[config.mk]
export PLATFORM = sky130hd
export DESIGN_NAME = polyline_length_longest_segment
export DESIGN_NICKNAME = d
export VERILOG_FILES = /design/src/hdl/plls_pkg.sv /design/src/hdl/plls_datapath.sv /design/src/hdl/plls_ctrl.sv /design/src/hdl/polyline_length_longest_segment.sv
export SDC_FILE = /design/constraint.sdc
export NUM_CORES = 2
export LEC_CHECK = 0
export ABC_CLOCK_PERIOD_IN_PS = 7940
export BUFFER_PORTS_ARGS = -buffer_cell sky130_fd_sc_hd__buf_2
export CAP_MARGIN = 5
export CORE_MARGIN = 1.5
export CORE_UTILIZATION = 45
export CTS_CLUSTER_DIAMETER = 200
export DETAILED_ROUTE_END_ITERATION = 10
export MAX_ROUTING_LAYER = met4
export PLACE_DENSITY = 0.67
export SKIP_LAST_GASP = 1
export SYNTH_ARGS = -nofsm -noshare
export SYNTH_HDL_FRONTEND = slang
export SYNTH_HIERARCHICAL = 1
export SYNTH_SLANG_ARGS = --single-unit
[constraint.sdc]
create_clock -name clk -period 7.94 [get_ports clk]
set_input_delay 0.397 -clock clk [delete_from_list [all_inputs] [get_ports clk]]
set_output_delay 0.397 -clock clk [all_outputs]
set_load 0.005 [all_outputs]
[src/hdl/plls_pkg.sv]
// Shared constants, widths and controller/datapath interface types for the route length block.
package plls_pkg;

	localparam int COORD_BITS = 24;
	localparam int FRAC_BITS  = 4;

	localparam int X_W     = COORD_BITS;
	localparam int STOP_W  = 20;
	localparam int TOTAL_W = 40;
	localparam int LEN_W   = 29;

	localparam int IN_DATA_W  = ((2 * X_W + STOP_W + 7) / 8) * 8;
	localparam int OUT_USED_W = TOTAL_W + LEN_W + 2 * STOP_W + 1;
	localparam int OUT_DATA_W = ((OUT_USED_W + 7) / 8) * 8;

	localparam int SQ_W   = 2 * COORD_BITS;
	localparam int SUM_W  = SQ_W + 1;
	localparam int ROOT_W = COORD_BITS + 1 + FRAC_BITS;
	localparam int RAD_W  = 2 * ROOT_W;
	localparam int REM_W  = ROOT_W + 2;
	localparam int STEP_W = $clog2(ROOT_W);
	localparam int CMP_W  = (ROOT_W > LEN_W) ? ROOT_W : LEN_W;

	localparam logic [TOTAL_W-1:0] TOTAL_MAX = {TOTAL_W{1'b1}};
	localparam logic [LEN_W-1:0]   LEN_MAX   = {LEN_W{1'b1}};

	typedef struct packed {
		logic load;
		logic sq_x;
		logic sq_y;
		logic add;
		logic step;
		logic finish;
		logic emit;
	} plls_cmd_t;

	typedef struct packed {
		logic seg;
		logic last;
	} plls_sts_t;

endpackage

[src/hdl/plls_datapath.sv]
// Datapath: differences, squares, bit-serial square root, total and longest-segment registers.
module plls_datapath (
	input  logic                           clk,
	input  logic                           arst_n,
	input  plls_pkg::plls_cmd_t            cmd,
	input  logic [plls_pkg::X_W-1:0]       x_coord,
	input  logic [plls_pkg::X_W-1:0]       y_coord,
	input  logic [plls_pkg::STOP_W-1:0]    stop_number,
	input  logic                           route_last,
	output plls_pkg::plls_sts_t            sts,
	output logic [plls_pkg::OUT_DATA_W-1:0] m_tdata
);

	localparam int CB = plls_pkg::COORD_BITS;

	// Route state.
	logic [CB-1:0]                   prev_x_q, prev_y_q;
	logic [plls_pkg::STOP_W-1:0]     prev_stop_q;
	logic                            have_prev_q;
	logic [plls_pkg::TOTAL_W-1:0]    total_q;
	logic [plls_pkg::LEN_W-1:0]      best_len_q;
	logic [plls_pkg::STOP_W-1:0]     best_from_q, best_to_q;
	logic                            seen_q;

	// Per-item working registers.
	logic [CB-1:0]                   dx_q, dy_q;
	logic [plls_pkg::SQ_W-1:0]       sqx_q, sqy_q;
	logic [plls_pkg::RAD_W-1:0]      rad_q;
	logic [plls_pkg::REM_W-1:0]      rem_q;
	logic [plls_pkg::ROOT_W-1:0]     root_q;
	logic                            seg_q, last_q;
	logic [plls_pkg::STOP_W-1:0]     from_q, to_q;
	logic [plls_pkg::OUT_DATA_W-1:0] out_q;

	logic [CB-1:0]                   xc, yc;
	logic [plls_pkg::REM_W-1:0]      rem_sh, trial;
	logic [plls_pkg::CMP_W-1:0]      d_ext, dc_ext;
	logic [plls_pkg::LEN_W-1:0]      dc;
	logic [plls_pkg::TOTAL_W:0]      total_sum;
	logic [plls_pkg::TOTAL_W-1:0]    total_nx;
	logic [plls_pkg::LEN_W-1:0]      best_len_nx;
	logic [plls_pkg::STOP_W-1:0]     best_from_nx, best_to_nx;
	logic                            seen_nx;

	assign xc = CB'(x_coord);
	assign yc = CB'(y_coord);

	// One root digit: bring down the next radicand pair and try 4*root+1.
	assign rem_sh = {rem_q[plls_pkg::REM_W-3:0], rad_q[plls_pkg::RAD_W-1 -: 2]};
	assign trial  = {root_q, 2'b01};

	assign d_ext  = plls_pkg::CMP_W'(root_q);
	assign dc_ext = (d_ext > plls_pkg::CMP_W'(plls_pkg::LEN_MAX)) ?
		plls_pkg::CMP_W'(plls_pkg::LEN_MAX) : d_ext;
	assign dc     = plls_pkg::LEN_W'(dc_ext);

	assign total_sum = {1'b0, total_q} + (plls_pkg::TOTAL_W + 1)'(root_q);

	always_comb begin
		total_nx     = total_q;
		best_len_nx  = best_len_q;
		best_from_nx = best_from_q;
		best_to_nx   = best_to_q;
		seen_nx      = seen_q;
		if (seg_q) begin
			if (!seen_q || (dc > best_len_q)) begin
				best_len_nx  = dc;
				best_from_nx = from_q;
				best_to_nx   = to_q;
			end
			seen_nx = 1'b1;
			if (total_sum >= {1'b0, plls_pkg::TOTAL_MAX}) begin
				total_nx = plls_pkg::TOTAL_MAX;
			end else begin
				total_nx = total_sum[plls_pkg::TOTAL_W-1:0];
			end
		end
	end

	always_ff @(posedge clk or negedge arst_n) begin
		if (!arst_n) begin
			prev_x_q    <= '0;
			prev_y_q    <= '0;
			prev_stop_q <= '0;
			have_prev_q <= 1'b0;
			total_q     <= '0;
			best_len_q  <= '0;
			best_from_q <= '0;
			best_to_q   <= '0;
			seen_q      <= 1'b0;
			seg_q       <= 1'b0;
			last_q      <= 1'b0;
		end else begin
			if (cmd.load) begin
				prev_x_q    <= xc;
				prev_y_q    <= yc;
				prev_stop_q <= stop_number;
				have_prev_q <= 1'b1;
				seg_q       <= have_prev_q;
				last_q      <= route_last;
			end
			if (cmd.finish) begin
				if (last_q) begin
					prev_x_q    <= '0;
					prev_y_q    <= '0;
					prev_stop_q <= '0;
					have_prev_q <= 1'b0;
					total_q     <= '0;
					best_len_q  <= '0;
					best_from_q <= '0;
					best_to_q   <= '0;
					seen_q      <= 1'b0;
				end else begin
					total_q     <= total_nx;
					best_len_q  <= best_len_nx;
					best_from_q <= best_from_nx;
					best_to_q   <= best_to_nx;
					seen_q      <= seen_nx;
				end
			end
		end
	end

	always_ff @(posedge clk) begin
		if (cmd.load) begin
			dx_q   <= (xc >= prev_x_q) ? (xc - prev_x_q) : (prev_x_q - xc);
			dy_q   <= (yc >= prev_y_q) ? (yc - prev_y_q) : (prev_y_q - yc);
			from_q <= prev_stop_q;
			to_q   <= stop_number;
		end
		if (cmd.sq_x) begin
			sqx_q <= plls_pkg::SQ_W'(dx_q) * plls_pkg::SQ_W'(dx_q);
		end
		if (cmd.sq_y) begin
			sqy_q <= plls_pkg::SQ_W'(dy_q) * plls_pkg::SQ_W'(dy_q);
		end
		if (cmd.add) begin
			// The fraction bits enter as zero pairs below the integer radicand.
			rad_q  <= plls_pkg::RAD_W'(plls_pkg::SUM_W'(sqx_q) + plls_pkg::SUM_W'(sqy_q))
				<< (2 * plls_pkg::FRAC_BITS);
			rem_q  <= '0;
			root_q <= '0;
		end
		if (cmd.step) begin
			rad_q <= rad_q << 2;
			if (rem_sh >= trial) begin
				rem_q  <= rem_sh - trial;
				root_q <= {root_q[plls_pkg::ROOT_W-2:0], 1'b1};
			end else begin
				rem_q  <= rem_sh;
				root_q <= {root_q[plls_pkg::ROOT_W-2:0], 1'b0};
			end
		end
		if (cmd.emit) begin
			out_q <= plls_pkg::OUT_DATA_W'({seen_nx, best_to_nx, best_from_nx,
				best_len_nx, total_nx});
		end
	end

	assign sts.seg  = seg_q;
	assign sts.last = last_q;
	assign m_tdata  = out_q;

endmodule

[src/hdl/plls_ctrl.sv]
// Controller: sequences accept, squaring, square-root steps, update and result hand-off.
module plls_ctrl (
	input  logic                clk,
	input  logic                arst_n,
	input  logic                s_tvalid,
	output logic                s_tready,
	output logic                m_tvalid,
	input  logic                m_tready,
	input  plls_pkg::plls_sts_t sts,
	output plls_pkg::plls_cmd_t cmd
);

	typedef enum logic [2:0] {
		ST_IDLE,
		ST_SQX,
		ST_SQY,
		ST_ADD,
		ST_ROOT,
		ST_FIN
	} state_t;

	state_t                      state_q;
	logic [plls_pkg::STEP_W-1:0] step_q;
	logic                        m_tvalid_q;
	logic                        slot_free;

	assign slot_free = !m_tvalid_q || m_tready;

	always_comb begin
		cmd = '0;
		unique case (state_q)
			ST_IDLE: cmd.load = s_tvalid;
			ST_SQX:  cmd.sq_x = 1'b1;
			ST_SQY:  cmd.sq_y = 1'b1;
			ST_ADD:  cmd.add  = 1'b1;
			ST_ROOT: cmd.step = 1'b1;
			ST_FIN: begin
				// A result waits here until the output register has room.
				cmd.finish = !sts.last || slot_free;
				cmd.emit   = sts.last && slot_free;
			end
			default: cmd = '0;
		endcase
	end

	always_ff @(posedge clk or negedge arst_n) begin
		if (!arst_n) begin
			state_q    <= ST_IDLE;
			step_q     <= '0;
			m_tvalid_q <= 1'b0;
		end else begin
			if (cmd.emit) begin
				m_tvalid_q <= 1'b1;
			end else if (m_tready) begin
				m_tvalid_q <= 1'b0;
			end
			unique case (state_q)
				ST_IDLE: begin
					if (s_tvalid) begin
						state_q <= ST_SQX;
					end
				end
				ST_SQX: state_q <= ST_SQY;
				ST_SQY: state_q <= ST_ADD;
				ST_ADD: begin
					step_q  <= plls_pkg::STEP_W'(plls_pkg::ROOT_W - 1);
					state_q <= sts.seg ? ST_ROOT : ST_FIN;
				end
				ST_ROOT: begin
					step_q <= step_q - 1'b1;
					if (step_q == '0) begin
						state_q <= ST_FIN;
					end
				end
				ST_FIN: begin
					if (cmd.finish) begin
						state_q <= ST_IDLE;
					end
				end
				default: state_q <= ST_IDLE;
			endcase
		end
	end

	assign s_tready = (state_q == ST_IDLE);
	assign m_tvalid = m_tvalid_q;

`ifndef SYNTHESIS
	a_step_only_for_segment: assert property (@(posedge clk) disable iff (!arst_n)
		cmd.step |-> sts.seg)
		else $error("root step issued for an item without a segment");

	a_emit_needs_room: assert property (@(posedge clk) disable iff (!arst_n)
		cmd.emit |-> (!m_tvalid || m_tready))
		else $error("result emitted over an untaken result");

	a_one_item_at_a_time: assert property (@(posedge clk) disable iff (!arst_n)
		(s_tvalid && s_tready) |=> !s_tready)
		else $error("second item accepted while one is in work");

	a_emit_only_when_last: assert property (@(posedge clk) disable iff (!arst_n)
		cmd.emit |-> (sts.last && cmd.finish))
		else $error("result emitted for an item not marked last");
`endif

endmodule

[src/hdl/polyline_length_longest_segment.sv]
// Top level of the route length and longest segment block.
//
// Usage: points of a route enter on the s_ stream, one item per point. Each item
// carries x and y coordinates and a stop number in s_tdata; s_tlast marks the final
// point of a route. For every point after the first of a route the block adds the
// Euclidean distance (4 fraction bits, rounded down) to a saturating total and keeps
// the longest segment and the stops at its ends, the earlier one on a tie.
// On the last point one result item leaves on the m_ stream; then the route clears.
// Steps: an item passes through its acceptance, the two squares and their sum, then
// the bit-serial square root at one root bit per cycle, then an update; the next
// item is accepted only after that update. The first point of a route skips the
// root steps and goes from the sum straight to the update.
// A result appears in m_tdata in the cycle after the update and sits in an output
// register, so the next point is taken while it waits. If a second result is ready
// before the first is taken, the block holds in its update cycle until m_tready.
// Reset (arst_n low) clears the route state and drops m_tvalid.
module polyline_length_longest_segment (
	input  logic                            clk,
	input  logic                            arst_n,
	input  logic                            s_tvalid,
	output logic                            s_tready,
	// s_tdata from bit 0: x_coord[23:0], y_coord[47:24], stop_number[67:48], zero pad
	input  logic [plls_pkg::IN_DATA_W-1:0]  s_tdata,
	// s_tlast: route_last
	input  logic                            s_tlast,
	output logic                            m_tvalid,
	input  logic                            m_tready,
	// m_tdata from bit 0: total_length[39:0], longest_length[68:40],
	// longest_from_stop[88:69], longest_to_stop[108:89], has_segment[109], zero pad
	output logic [plls_pkg::OUT_DATA_W-1:0] m_tdata
);

	plls_pkg::plls_cmd_t cmd;
	plls_pkg::plls_sts_t sts;

	plls_ctrl u_ctrl (
		.clk      (clk),
		.arst_n   (arst_n),
		.s_tvalid (s_tvalid),
		.s_tready (s_tready),
		.m_tvalid (m_tvalid),
		.m_tready (m_tready),
		.sts      (sts),
		.cmd      (cmd)
	);

	plls_datapath u_datapath (
		.clk         (clk),
		.arst_n      (arst_n),
		.cmd         (cmd),
		.x_coord     (s_tdata[plls_pkg::X_W-1:0]),
		.y_coord     (s_tdata[2*plls_pkg::X_W-1:plls_pkg::X_W]),
		.stop_number (s_tdata[2*plls_pkg::X_W+plls_pkg::STOP_W-1:2*plls_pkg::X_W]),
		.route_last  (s_tlast),
		.sts         (sts),
		.m_tdata     (m_tdata)
	);

endmodule

==> out/results.tsv <==
metric	value	unit
outcome	finished, final reports clean	
clk_latency	0.70	ns
initialDrtViolationCount	2800	
tightestPinTransition	1.15	ns
cp.arrival	8.19	ns
min_from	s_tdata[28]	
period_share	0.980	
ys_ff_latch	590	
place_area	69300	sq um
ys.flop_type	edfxtp_1	
crit_path_end_kind	register	
synth.top_cell.area_share	0.259	
ant_nets	0	
root_buffer	clkbuf_16	
grt_pass1_vias	48390	
yosys-top-cells-area	fa_1, edfxtp_1, ha_1	
setup_viol	0	
gp_congestion	0.927	
overflow	0	
grt_use_total	0.217	
cap_violations	0	
syn-cell-area	65800	sq um
synth_edf_count	400	
start_util	0.453	
wl_per_cell	17.3	microns
fp-row-count	140	
reg2reg_slack	0.16	ns
die_h	386	microns
core_region_area	145000	sq um
timing.rr.end	u_datapath/sqx_q[47]$_DFFE_PP_	
fmax	129	MHz
clock_path_buffers	3	
final_common_cell	inv_1	
ys_seq_area_frac	0.255	
yosysWarnings	6	
n_fill_cell	13218	
holdPathStages	3	
area_delta_synth_final	10.5	%
synth-async-reset-ratio	0.322	
vias	46507	
die-area	149000	sq um
drive_above_1_share	0.0860	
die_width	386	microns
dr.pass1.iters	6	
synth.distinct_cells	93	
routed_wl	154000	microns
numCtsBuffers	69	
stdcell_count	8909	
antenna_found_initial	1	
cts_tree	yes	
required	8.35	ns
period_minus_slack	7.78	ns
critPathMaxFanout	17	
hold_viol_final	0	
max-slew-margin-rel	0.236	
grt_max_degree	107	
syn_area_per_cell	9.80	sq um
worst-setup-path-type	register to register	
fin_skew	0.0491	ns
synth_top_area_cell	fa_1	
post-dp-hpwl	122000	microns
htreeDepth	3	
portBuffers	184	
hp-class	input pin to register	
drc	0	
r2r-start	u_datapath/dx_q[3]$_DFFE_PP_	
slew_violations	0	
hold_end	u_datapath/prev_y_q[4]$_DFF_PN0_	
rsz0062_at_grt	true	
syn_inst	6718	
grt_pass1_wl	252000	microns
io_pins	191	
start_kind	register	
clock_sinks	590	
viasPerCell	5.22	
mostFrequentLayoutCells	inv_1, fa_1, ha_1	
placedCellCount	8695	
final_area	72700	sq um
clk_pin_slew	0.06	ns
final_nets	8443	
r2r_cells	26	
-- routing by layer --
| layer | share of wire | global-route usage |
|---|---|---|
| met4 | 0.022 | 0.0520 |
| met3 | 0.048 | 0.0249 |
| met1 | 0.45 | 0.284 |
| met5 | 0 | - |
| met2 | 0.48 | 0.362 |
-- sequential cells by signal, indices dropped and copies added, names as in the netlist, 29 cells and up --
signal	cells
u_datapath/best_len_q	29
u_datapath/d_ext	29
u_datapath/m_tdata	110
u_datapath/rad_q	50
u_datapath/rem_q	29
u_datapath/sqx_q	47
u_datapath/sqy_q	47
u_datapath/total_q	40
-- how the worst max path moves through the flow --
stage,start,cells after the start,end,slack [ns]
final,u_datapath/dx_q[3]$_DFFE_PP_,26,u_datapath/sqx_q[47]$_DFFE_PP_,0.16
after global routing,u_datapath/dx_q[5]$_DFFE_PP_,28,u_datapath/sqx_q[47]$_DFFE_PP_,-0.14
after CTS,u_datapath/dx_q[11]$_DFFE_PP_,23,u_datapath/sqx_q[47]$_DFFE_PP_,0.01
after detailed placement,u_datapath/dx_q[12]$_DFFE_PP_,28,u_datapath/sqx_q[47]$_DFFE_PP_,-0.07
after global placement,u_datapath/dx_q[12]$_DFFE_PP_,28,u_datapath/sqx_q[47]$_DFFE_PP_,0.04
after floorplan,u_datapath/dx_q[2]$_DFFE_PP_,28,u_datapath/sqx_q[47]$_DFFE_PP_,0.13
-- logic make-up (layout without fill, tap and decap cells) --
logic type	Yosys count	after routing	share of synthesized area
AOI/OAI and AO/OA	1062	1062	0.106
xor gates and xnor gates	211	211	0.0281
adders and majority gates	1432	1432	0.369
buffers and inverters	1704	1974	0.0982
DFF	590	590	0.255
muxes	217	217	0.0341
other	1	5	0.0000570
and+or+nand+nor	1501	1501	0.110
-- worst max-delay path: stages, from the launching register on --
cell and delay, ns:
edfxtp_1 0.39, buf_4 0.28, nand2_1 0.12, fa_1 0.61
inv_1 0.07, fa_1 0.48, inv_1 0.05, fa_1 0.53
inv_1 0.05, fa_1 0.40, fa_1 0.48, fa_1 0.55
inv_1 0.05, fa_1 0.47, inv_1 0.04, ha_1 0.21
a21o_1 0.18, a21o_1 0.18, a21o_1 0.17, a221o_1 0.37
nor2b_1 0.16, or3b_4 0.39, a31o_4 0.24, o41a_1 0.33
a221o_1 0.36, a221oi_2 0.28, xnor2_1 0.11
-- area by class of cell --
class                      instances  area (sq um)  area share
multi-input combinational       4425         42800       0.588
antenna                            3          7.51    0.000103
clock inverter                    39           527     0.00724
inverter                        1431          5380      0.0739
timing repair buffer             417          2990      0.0411
clock buffer                      87          1880      0.0259
sequential                       590         16800       0.231
tap                             1917          2400      0.0330
-- synthesized netlist by cell type (31+ instances only) --
| master | instances |
|---|---|
| a21oi_1 | 278 |
| nand3_1 | 59 |
| edfxtp_1 | 400 |
| a211oi_1 | 38 |
| o2bb2ai_1 | 42 |
| and2_1 | 292 |
| ha_1 | 581 |
| o21bai_1 | 31 |
| xnor2_1 | 138 |
| o21ai_0 | 228 |
| inv_1 | 1429 |
| a21o_1 | 156 |
| mux2_2 | 59 |
| nor2b_1 | 42 |
| nor2_1 | 338 |
| fa_1 | 851 |
| nor3_1 | 45 |
| nand2b_1 | 34 |
| and3_1 | 33 |
| mux2i_1 | 158 |
| o21a_1 | 41 |
| xor2_1 | 73 |
| clkbuf_1 | 239 |
| nand4_1 | 48 |
| nand2_1 | 520 |
| dfrtp_1 | 190 |
-- through the flow --
stage                     worst slack, ns  setup TNS (ns)  hold WS, ns  utilization
after floorplan                     0.133               0        0.101            -
after global placement             0.0380               0        0.429        0.477
after detailed placement          -0.0654         -0.0654        0.436        0.477
after CTS                          0.0106               0      0.00107        0.498
after global routing               -0.143          -0.165       0.0439        0.500
final                               0.160               0       0.0439        0.500
-- timing repair --
action / in CTS / in global routing
buffers inserted: 6 / 20
setup endpoints to repair: 1 / 16
pin swaps: 0 / 9
gates cloned: 0 / 1
gates resized for setup: 0 / 28
hold endpoints to repair: 152 / 0
hold buffers: 58 / 0
Power is not shown: default switching activity piles up to over one toggle a cycle in this logic, so the estimate is an artifact.
